**config.mk**
```make
export PLATFORM = sky130hd
export DESIGN_NAME = point_to_morton_key
export DESIGN_NICKNAME = d
export VERILOG_FILES = /design/src/rtl/ptmk_pkg.sv /design/src/rtl/point_to_morton_key.sv /design/src/rtl/ptmk_front.sv /design/src/rtl/ptmk_cell.sv
export SDC_FILE = /design/constraint.sdc
export NUM_CORES = 2
export LEC_CHECK = 0
export BUFFER_PORTS_ARGS = -buffer_cell sky130_fd_sc_hd__clkbuf_2
export CAP_MARGIN = 30
export CELL_PAD_IN_SITES_DETAIL_PLACEMENT = 1
export CELL_PAD_IN_SITES_GLOBAL_PLACEMENT = 1
export CORE_MARGIN = 2
export CORE_UTILIZATION = 40
export CTS_BUF_LIST = sky130_fd_sc_hd__clkbuf_16
export DETAILED_ROUTE_END_ITERATION = 7
export GPL_ROUTABILITY_DRIVEN = 0
export MAX_ROUTING_LAYER = met4
export PLACE_DENSITY = 0.79
export SKIP_CTS_REPAIR_TIMING = 1
export SLEW_MARGIN = 0
export SYNTH_ARGS = -nofsm -noshare
export SYNTH_HDL_FRONTEND = slang
export SYNTH_SLANG_ARGS = --single-unit
```
**constraint.sdc**
```tcl
create_clock -name clock -period 11.4 [get_ports clock]
set_clock_uncertainty 0.05 [all_clocks]
set_input_delay 2.28 -clock clock [delete_from_list [all_inputs] [get_ports clock]]
set_output_delay 2.28 -clock clock [all_outputs]
set_load 0.02 [all_outputs]
```
**src/rtl/ptmk_pkg.sv**
```systemverilog
// Shared constants and stage types for the point-to-Morton-key pipeline.
package ptmk_pkg;

   localparam int TREE_DEPTH = 16;
   localparam int COORD_W    = 32;
   localparam int EXT_W      = 31;
   localparam int REM_W      = EXT_W + 1;
   localparam int KEY_W      = 32;
   localparam int CSR_IDX_W  = 2;
   localparam int CSR_DATA_W = 32;
   // key levels that fit into the output key
   localparam int KEY_LEVELS = (TREE_DEPTH < KEY_W / 2) ? TREE_DEPTH : KEY_W / 2;

   typedef enum logic [CSR_IDX_W-1:0] {
      CSR_ORIGIN_X = 2'd0,
      CSR_ORIGIN_Y = 2'd1,
      CSR_EXTENT_X = 2'd2,
      CSR_EXTENT_Y = 2'd3
   } csr_index_type;

   // payload carried between pipeline stages
   typedef struct packed {
      logic [REM_W-1:0]      rem_x;
      logic [REM_W-1:0]      rem_y;
      logic [TREE_DEPTH-1:0] quo_x;
      logic [TREE_DEPTH-1:0] quo_y;
      logic                  bad;
   } stage_type;

endpackage

```
**src/rtl/point_to_morton_key.sv**
```systemverilog
// Top level: config registers, divider cell row and Morton key output stage.
//
// Maps a signed 2-D point to a Z-order key: each axis is offset by its origin,
// scaled to floor(offset * 2^(TREE_DEPTH-1) / extent) and the two indices are
// bit-interleaved, x above y, with the key truncated to 32 bits. A point outside
// [origin, origin + extent] on either axis, or any point when an extent is zero,
// returns key 0 with out_of_domain set. One point is accepted per cycle unless
// req_stall is high. The pipeline is one offset stage, one restoring-division cell
// per quotient bit for both axes in parallel, and the output register. Stages
// advance independently, so empty slots close up while the output is stalled.
// Configuration writes take effect at once and are not held back, so write the
// registers only while no point is in flight.
module point_to_morton_key
   import ptmk_pkg::*;
(
   input  logic                      clock,
   input  logic                      reset,
   input  logic                      csr_write_en,
   input  logic [CSR_IDX_W-1:0]      csr_index,
   input  logic [CSR_DATA_W-1:0]     csr_write_data,
   input  logic                      req_valid,
   output logic                      req_stall,
   input  logic signed [COORD_W-1:0] req_point_x,
   input  logic signed [COORD_W-1:0] req_point_y,
   output logic                      rsp_valid,
   input  logic                      rsp_stall,
   output logic [KEY_W-1:0]          rsp_zorder_key,
   output logic                      rsp_out_of_domain
);

   logic signed [COORD_W-1:0] origin_x_ff;
   logic signed [COORD_W-1:0] origin_y_ff;
   logic [EXT_W-1:0]          extent_x_ff;
   logic [EXT_W-1:0]          extent_y_ff;

   logic                      stage_valid [0:TREE_DEPTH];
   stage_type                 stage_data  [0:TREE_DEPTH];
   logic                      stage_en    [0:TREE_DEPTH+1];

   logic                      rsp_valid_ff;
   logic [KEY_W-1:0]          key_ff;
   logic                      bad_ff;
   logic [KEY_W-1:0]          key_in;

   always_ff @(posedge clock) begin
      if (reset) begin
         origin_x_ff <= '0;
         origin_y_ff <= '0;
         extent_x_ff <= EXT_W'(1);
         extent_y_ff <= EXT_W'(1);
      end else if (csr_write_en) begin
         unique case (csr_index_type'(csr_index))
            CSR_ORIGIN_X: origin_x_ff <= csr_write_data[COORD_W-1:0];
            CSR_ORIGIN_Y: origin_y_ff <= csr_write_data[COORD_W-1:0];
            CSR_EXTENT_X: extent_x_ff <= csr_write_data[EXT_W-1:0];
            CSR_EXTENT_Y: extent_y_ff <= csr_write_data[EXT_W-1:0];
            default: ;
         endcase
      end
   end

   ptmk_front u_front (
      .clock     (clock),
      .reset     (reset),
      .in_valid  (req_valid),
      .point_x   (req_point_x),
      .point_y   (req_point_y),
      .origin_x  (origin_x_ff),
      .origin_y  (origin_y_ff),
      .extent_x  (extent_x_ff),
      .extent_y  (extent_y_ff),
      .down_en   (stage_en[1]),
      .up_en     (stage_en[0]),
      .out_valid (stage_valid[0]),
      .out_data  (stage_data[0])
   );

   for (genvar k = 1; k <= TREE_DEPTH; k++) begin : g_cell
      ptmk_cell u_cell (
         .clock     (clock),
         .reset     (reset),
         .in_valid  (stage_valid[k-1]),
         .in_data   (stage_data[k-1]),
         .extent_x  (extent_x_ff),
         .extent_y  (extent_y_ff),
         .down_en   (stage_en[k+1]),
         .up_en     (stage_en[k]),
         .out_valid (stage_valid[k]),
         .out_data  (stage_data[k])
      );
   end

   assign req_stall = !stage_en[0];

   // output register frees when empty or when its result transfers
   assign stage_en[TREE_DEPTH+1] = !rsp_valid_ff || !rsp_stall;

   always_comb begin
      key_in = '0;
      for (int i = 0; i < KEY_LEVELS; i++) begin
         key_in[2*i+1] = stage_data[TREE_DEPTH].quo_x[i];
         key_in[2*i]   = stage_data[TREE_DEPTH].quo_y[i];
      end
      if (stage_data[TREE_DEPTH].bad) begin
         key_in = '0;
      end
   end

   always_ff @(posedge clock) begin
      if (reset) begin
         rsp_valid_ff <= 1'b0;
      end else if (stage_en[TREE_DEPTH+1]) begin
         rsp_valid_ff <= stage_valid[TREE_DEPTH];
      end
   end

   always_ff @(posedge clock) begin
      if (stage_en[TREE_DEPTH+1]) begin
         key_ff <= key_in;
         bad_ff <= stage_data[TREE_DEPTH].bad;
      end
   end

   assign rsp_valid         = rsp_valid_ff;
   assign rsp_zorder_key    = key_ff;
   assign rsp_out_of_domain = bad_ff;

endmodule

```
**src/rtl/ptmk_front.sv**
```systemverilog
// Input stage: origin offset, domain check and divider seed for both axes.
module ptmk_front
   import ptmk_pkg::*;
(
   input  logic                      clock,
   input  logic                      reset,
   input  logic                      in_valid,
   input  logic signed [COORD_W-1:0] point_x,
   input  logic signed [COORD_W-1:0] point_y,
   input  logic signed [COORD_W-1:0] origin_x,
   input  logic signed [COORD_W-1:0] origin_y,
   input  logic [EXT_W-1:0]          extent_x,
   input  logic [EXT_W-1:0]          extent_y,
   input  logic                      down_en,
   output logic                      up_en,
   output logic                      out_valid,
   output stage_type                 out_data
);

   logic              valid_ff;
   stage_type         data_ff;
   stage_type         data_in;
   logic [COORD_W:0]  off_x;
   logic [COORD_W:0]  off_y;
   logic              bad_x;
   logic              bad_y;

   assign up_en = !valid_ff || down_en;

   always_comb begin
      off_x = {point_x[COORD_W-1], point_x} - {origin_x[COORD_W-1], origin_x};
      off_y = {point_y[COORD_W-1], point_y} - {origin_y[COORD_W-1], origin_y};
      // negative offset, beyond the far edge, or empty axis
      bad_x = off_x[COORD_W] || (off_x[COORD_W-1:0] > {1'b0, extent_x}) ||
              (extent_x == '0);
      bad_y = off_y[COORD_W] || (off_y[COORD_W-1:0] > {1'b0, extent_y}) ||
              (extent_y == '0);
      data_in.bad   = bad_x || bad_y;
      data_in.rem_x = data_in.bad ? '0 : off_x[REM_W-1:0];
      data_in.rem_y = data_in.bad ? '0 : off_y[REM_W-1:0];
      data_in.quo_x = '0;
      data_in.quo_y = '0;
   end

   always_ff @(posedge clock) begin
      if (reset) begin
         valid_ff <= 1'b0;
      end else if (up_en) begin
         valid_ff <= in_valid;
      end
   end

   always_ff @(posedge clock) begin
      if (up_en) begin
         data_ff <= data_in;
      end
   end

   assign out_valid = valid_ff;
   assign out_data  = data_ff;

endmodule

```
**src/rtl/ptmk_cell.sv**
```systemverilog
// One restoring-division step: produces one quotient bit per axis.
module ptmk_cell
   import ptmk_pkg::*;
(
   input  logic             clock,
   input  logic             reset,
   input  logic             in_valid,
   input  stage_type        in_data,
   input  logic [EXT_W-1:0] extent_x,
   input  logic [EXT_W-1:0] extent_y,
   input  logic             down_en,
   output logic             up_en,
   output logic             out_valid,
   output stage_type        out_data
);

   logic             valid_ff;
   stage_type        data_ff;
   stage_type        data_in;
   logic             bit_x;
   logic             bit_y;
   logic [REM_W-1:0] diff_x;
   logic [REM_W-1:0] diff_y;

   assign up_en = !valid_ff || down_en;

   // remainder entering a cell stays below twice the extent
   always_comb begin
      bit_x  = in_data.rem_x >= {1'b0, extent_x};
      bit_y  = in_data.rem_y >= {1'b0, extent_y};
      diff_x = bit_x ? in_data.rem_x - {1'b0, extent_x} : in_data.rem_x;
      diff_y = bit_y ? in_data.rem_y - {1'b0, extent_y} : in_data.rem_y;
      data_in.rem_x = {diff_x[REM_W-2:0], 1'b0};
      data_in.rem_y = {diff_y[REM_W-2:0], 1'b0};
      data_in.quo_x = {in_data.quo_x[TREE_DEPTH-2:0], bit_x};
      data_in.quo_y = {in_data.quo_y[TREE_DEPTH-2:0], bit_y};
      data_in.bad   = in_data.bad;
   end

   always_ff @(posedge clock) begin
      if (reset) begin
         valid_ff <= 1'b0;
      end else if (up_en) begin
         valid_ff <= in_valid;
      end
   end

   always_ff @(posedge clock) begin
      if (up_en) begin
         data_ff <= data_in;
      end
   end

   assign out_valid = valid_ff;
   assign out_data  = data_ff;

endmodule

```
==> run_results.csv <==
group,metric,value,unit
setup_path,cp_max_fo,39,
die,initial_core_util,40.17,%
flow_run,drv_cap,0,
power_and_ir_drop,swShare,41.78,%
setup_path,critPathArrivalTime,5.90,ns
routing,drc,0,
yosys,syn_inst,10480,
setup_path,startpoint_type,"input pin",
global_routing,overflow,0,
yosys,synth_ff_type,"edfxtp_1",
timing,rsz0062_at_grt,"no",
routing,drt_iter0_markers,5873,
clock_tree,cts_sinks,1460,
global_routing,grt_pass1_wl,524.2,mm
clock_tree,root_buffer,"clkbuf_16",
power_and_ir_drop,powerDensity,332.5,nW/um2
yosys,asyncSetResetFlopFracSynth,0,%
die,dieArea,267000,um2
die,core_area,261800,um2
clock_tree,cts-buffers-inserted,178,
yosys,synth_seq_cells,1460,
timing,max_slew_margin,28.59,%
power_and_ir_drop,p_switching,16.18,mW
timing,final_hold_viol_count,0,
routing,viasPerCell,5.963,
die,ios,138,
finish,n_fill_cell,29330,
placement,dp_hpwl,252.8,mm
global_routing,antenna_found_initial,16,
routing,firstDrtPassIters,6,
die,die_y,516.7,um
power_and_ir_drop,p_comb_share,57.5,%
min_path,hold_class,"reg -> reg",
yosys,ys_types,97,
setup_path,worstPathRequired,9.07,ns
timing,min_period_over_period,72.21,%
clock_tree,clock_path_buffers,4,
clock_tree,cts_tree,"yes",
yosys,yosys-top-cells-area,"edfxtp_1, ha_1, mux2_2",
global_routing,grt_usage,25.58,%
timing,setup_viol,0,
routing,finalWirelength,340.7,mm
yosys,synth-seq-area-share,40.32,%
finish,area_growth,10.78,%
routing,postRouteAntennaNets,0,
timing,setup-tns-final,0,ns
timing,drv_slew,0,
placement,port_buffers,137,
setup_path,cp-end-kind,"primary output",
power_and_ir_drop,total_power,38.73,mW
power_and_ir_drop,p_seq_share,27.9,%
clock_tree,clkTransAtPathRegs,0.06,ns
timing,worst_pin_slew,1.061,ns
die,die_w,516.7,um
power_and_ir_drop,irDropWorstVdd,0.0002771,V
clock_tree,clkLatencyLatePin,0.87,ns
die,row_count,188,
yosys,synth.top_cell.area_share,37.58,%
yosys,syn_avg_cell_area,10.04,um2
power_and_ir_drop,pwr-share-clk,14.6,%
power_and_ir_drop,p_int,22.55,mW
routing,wl_per_cell,23.72,um
status,status,"completed",
finish,drive_gt1_share,10.44,%
yosys,synth_edf_count,1316,
yosys,yosysTopAreaCell,"edfxtp_1",
yosys,ys_warn_count,0,
timing,fin_crit,8.232,ns
yosys,netlist_area,105200,um2
finish,nets,11960,
setup_path,critPathKind,"in -> out",
timing,whs,0.3553,ns
timing,fmax,0.1215,GHz
finish,utilization,44.49,%
routing,vias,85650,
global_routing,grt_pass1_vias,90440,
clock_tree,htreeDepth,4,
power_and_ir_drop,p_leak,45.37,nW
global_routing,grt_start_max_net_pins,79,
==> per-stage QoR <==
step                      instances  setup WS [ns]  area, um2
final                         14360          3.168     116500
after global placement        14020          2.568     110500
after detailed placement      14030          2.587     110700
after CTS                     14350          2.548     116300
after global routing          14360          2.824     116500
after floorplan               10480         0.7451     105200
==> worst paths after layout <==
kind / startpoint / endpoint / slack, ns / depth (start not counted)
worst max-delay path: rsp_stall / req_stall / 3.17 / 13
worst min-delay path: g_cell[15].u_cell.out_data[9] / g_cell[16].u_cell.out_data[10] / 0.36 / 0
worst max register to register: origin_x_ff[1] / u_front.out_data[53] / 5.11 / 24
worst min register to register: g_cell[15].u_cell.out_data[9] / g_cell[16].u_cell.out_data[10] / 0.36 / 0
==> critical path: stages <==
cell      delay (ns)
clkbuf_2        0.12
nand2_2         0.07
nor2_1          0.27
and2_1          0.37
inv_4           0.24
nor3_1          0.25
clkbuf_4        0.24
nand3_4         0.37
nor2_1          0.57
nand3_4         0.45
buf_12          0.36
inv_1           0.09
clkbuf_2        0.16
==> Yosys cell counts (32+ instances only) <==
master       n
o21a_1     162
fa_1        32
a21boi_0    38
and2_1      40
nor4_1      67
o21bai_1   125
a21o_1     532
clkbuf_1   177
o31ai_1     63
o21ai_0    719
nor2_1     639
xor2_1     302
a31oi_1     97
nor2b_1    224
dfxtp_1    144
nor3_1     139
ha_1      1116
nand4_1    140
nand3_1    161
o211ai_1    56
nand2b_1   106
mux2_2     460
or3_1       36
inv_1      407
a211oi_1    73
a211o_1     40
xnor2_1    512
and3_1      71
edfxtp_1  1316
nand2_1    955
a21oi_1   1010
==> layout by cell type, fill, tap and decap left out, types with 130 or more instances in the layout <==
cell	count
buf_4	130
edfxtp_1	1316
nand2_1	948
mux2_2	460
xor2_1	302
ha_1	1116
inv_1	429
dfxtp_1	141
xnor2_1	512
nand4_1	140
o21a_1	160
a21o_1	532
clkbuf_16	187
a21oi_1	1009
nor3_1	137
nand3_1	157
o21ai_0	718
nor2b_1	224
clkbuf_2	137
nor2_1	638
==> cell families (layout without fill, tap and decap cells) <==
group	after synthesis	after routing	share of synthesized area (%)
AO/OA/AOI/OAI	3230	3230	19.37
AND/OR/NAND/NOR	2690	2690	12.02
flip-flops	1460	1460	40.32
adder cells (fa/ha/maj)	1148	1148	13.89
XOR/XNOR	814	814	6.780
buffers and inverters	645	1006	2.402
multiplexers	489	489	5.214
other	1	11	0.003566
==> sequential cells by signal, indices dropped and copies added, names as in the netlist <==
signal / flops
g_cell.u_cell.out_data: 1218
u_front.out_data: 65
origin_x_ff: 32
origin_y_ff: 32
rsp_zorder_key: 32
extent_x_ff: 31
extent_y_ff: 31
g_cell.u_cell.out_valid: 16
rsp_out_of_domain: 1
rsp_valid: 1
u_front.out_valid: 1
==> layout make-up <==
type                    instances  area (um2)  share of cell area [%]
clock buffers                 187        4679                   4.017
inverters                     409        1545                   1.327
flip-flops and latches       1460       42400                   36.40
clock inverters               127       968.4                  0.8314
multi-input cells            8373       60450                   51.90
well taps                    3515        4398                   3.776
repair buffers                283        2014                   1.729
diodes                          9       22.52                 0.01933
==> metal layers <==
metal / global-route usage (%) / routed length (um) / up-vias
li1: - / - / 39690
met5: - / 0 / -
met4: 10.74 / 15860 / 0
met2: 43.75 / 167100 / 2293
met1: 30.13 / 138600 / 42900
met3: 3.430 / 19160 / 764
==> power groups by stage <==
| stage | registers, mW | logic (mW) | clock network [mW] |
|---|---|---|---|
| 2_1_floorplan | 10.2 | 16.8 | 0 |
| 3_3_place_gp | 10.7 | 20.4 | 0 |
| 3_5_place_dp | 10.9 | 21.7 | 0 |
| 4_1_cts | 10.8 | 22.0 | 5.75 |
| 5_1_grt | 11.0 | 24.5 | 5.93 |
| 6_report | 10.8 | 22.3 | 5.66 |
(Power assumes the default switching activity.)
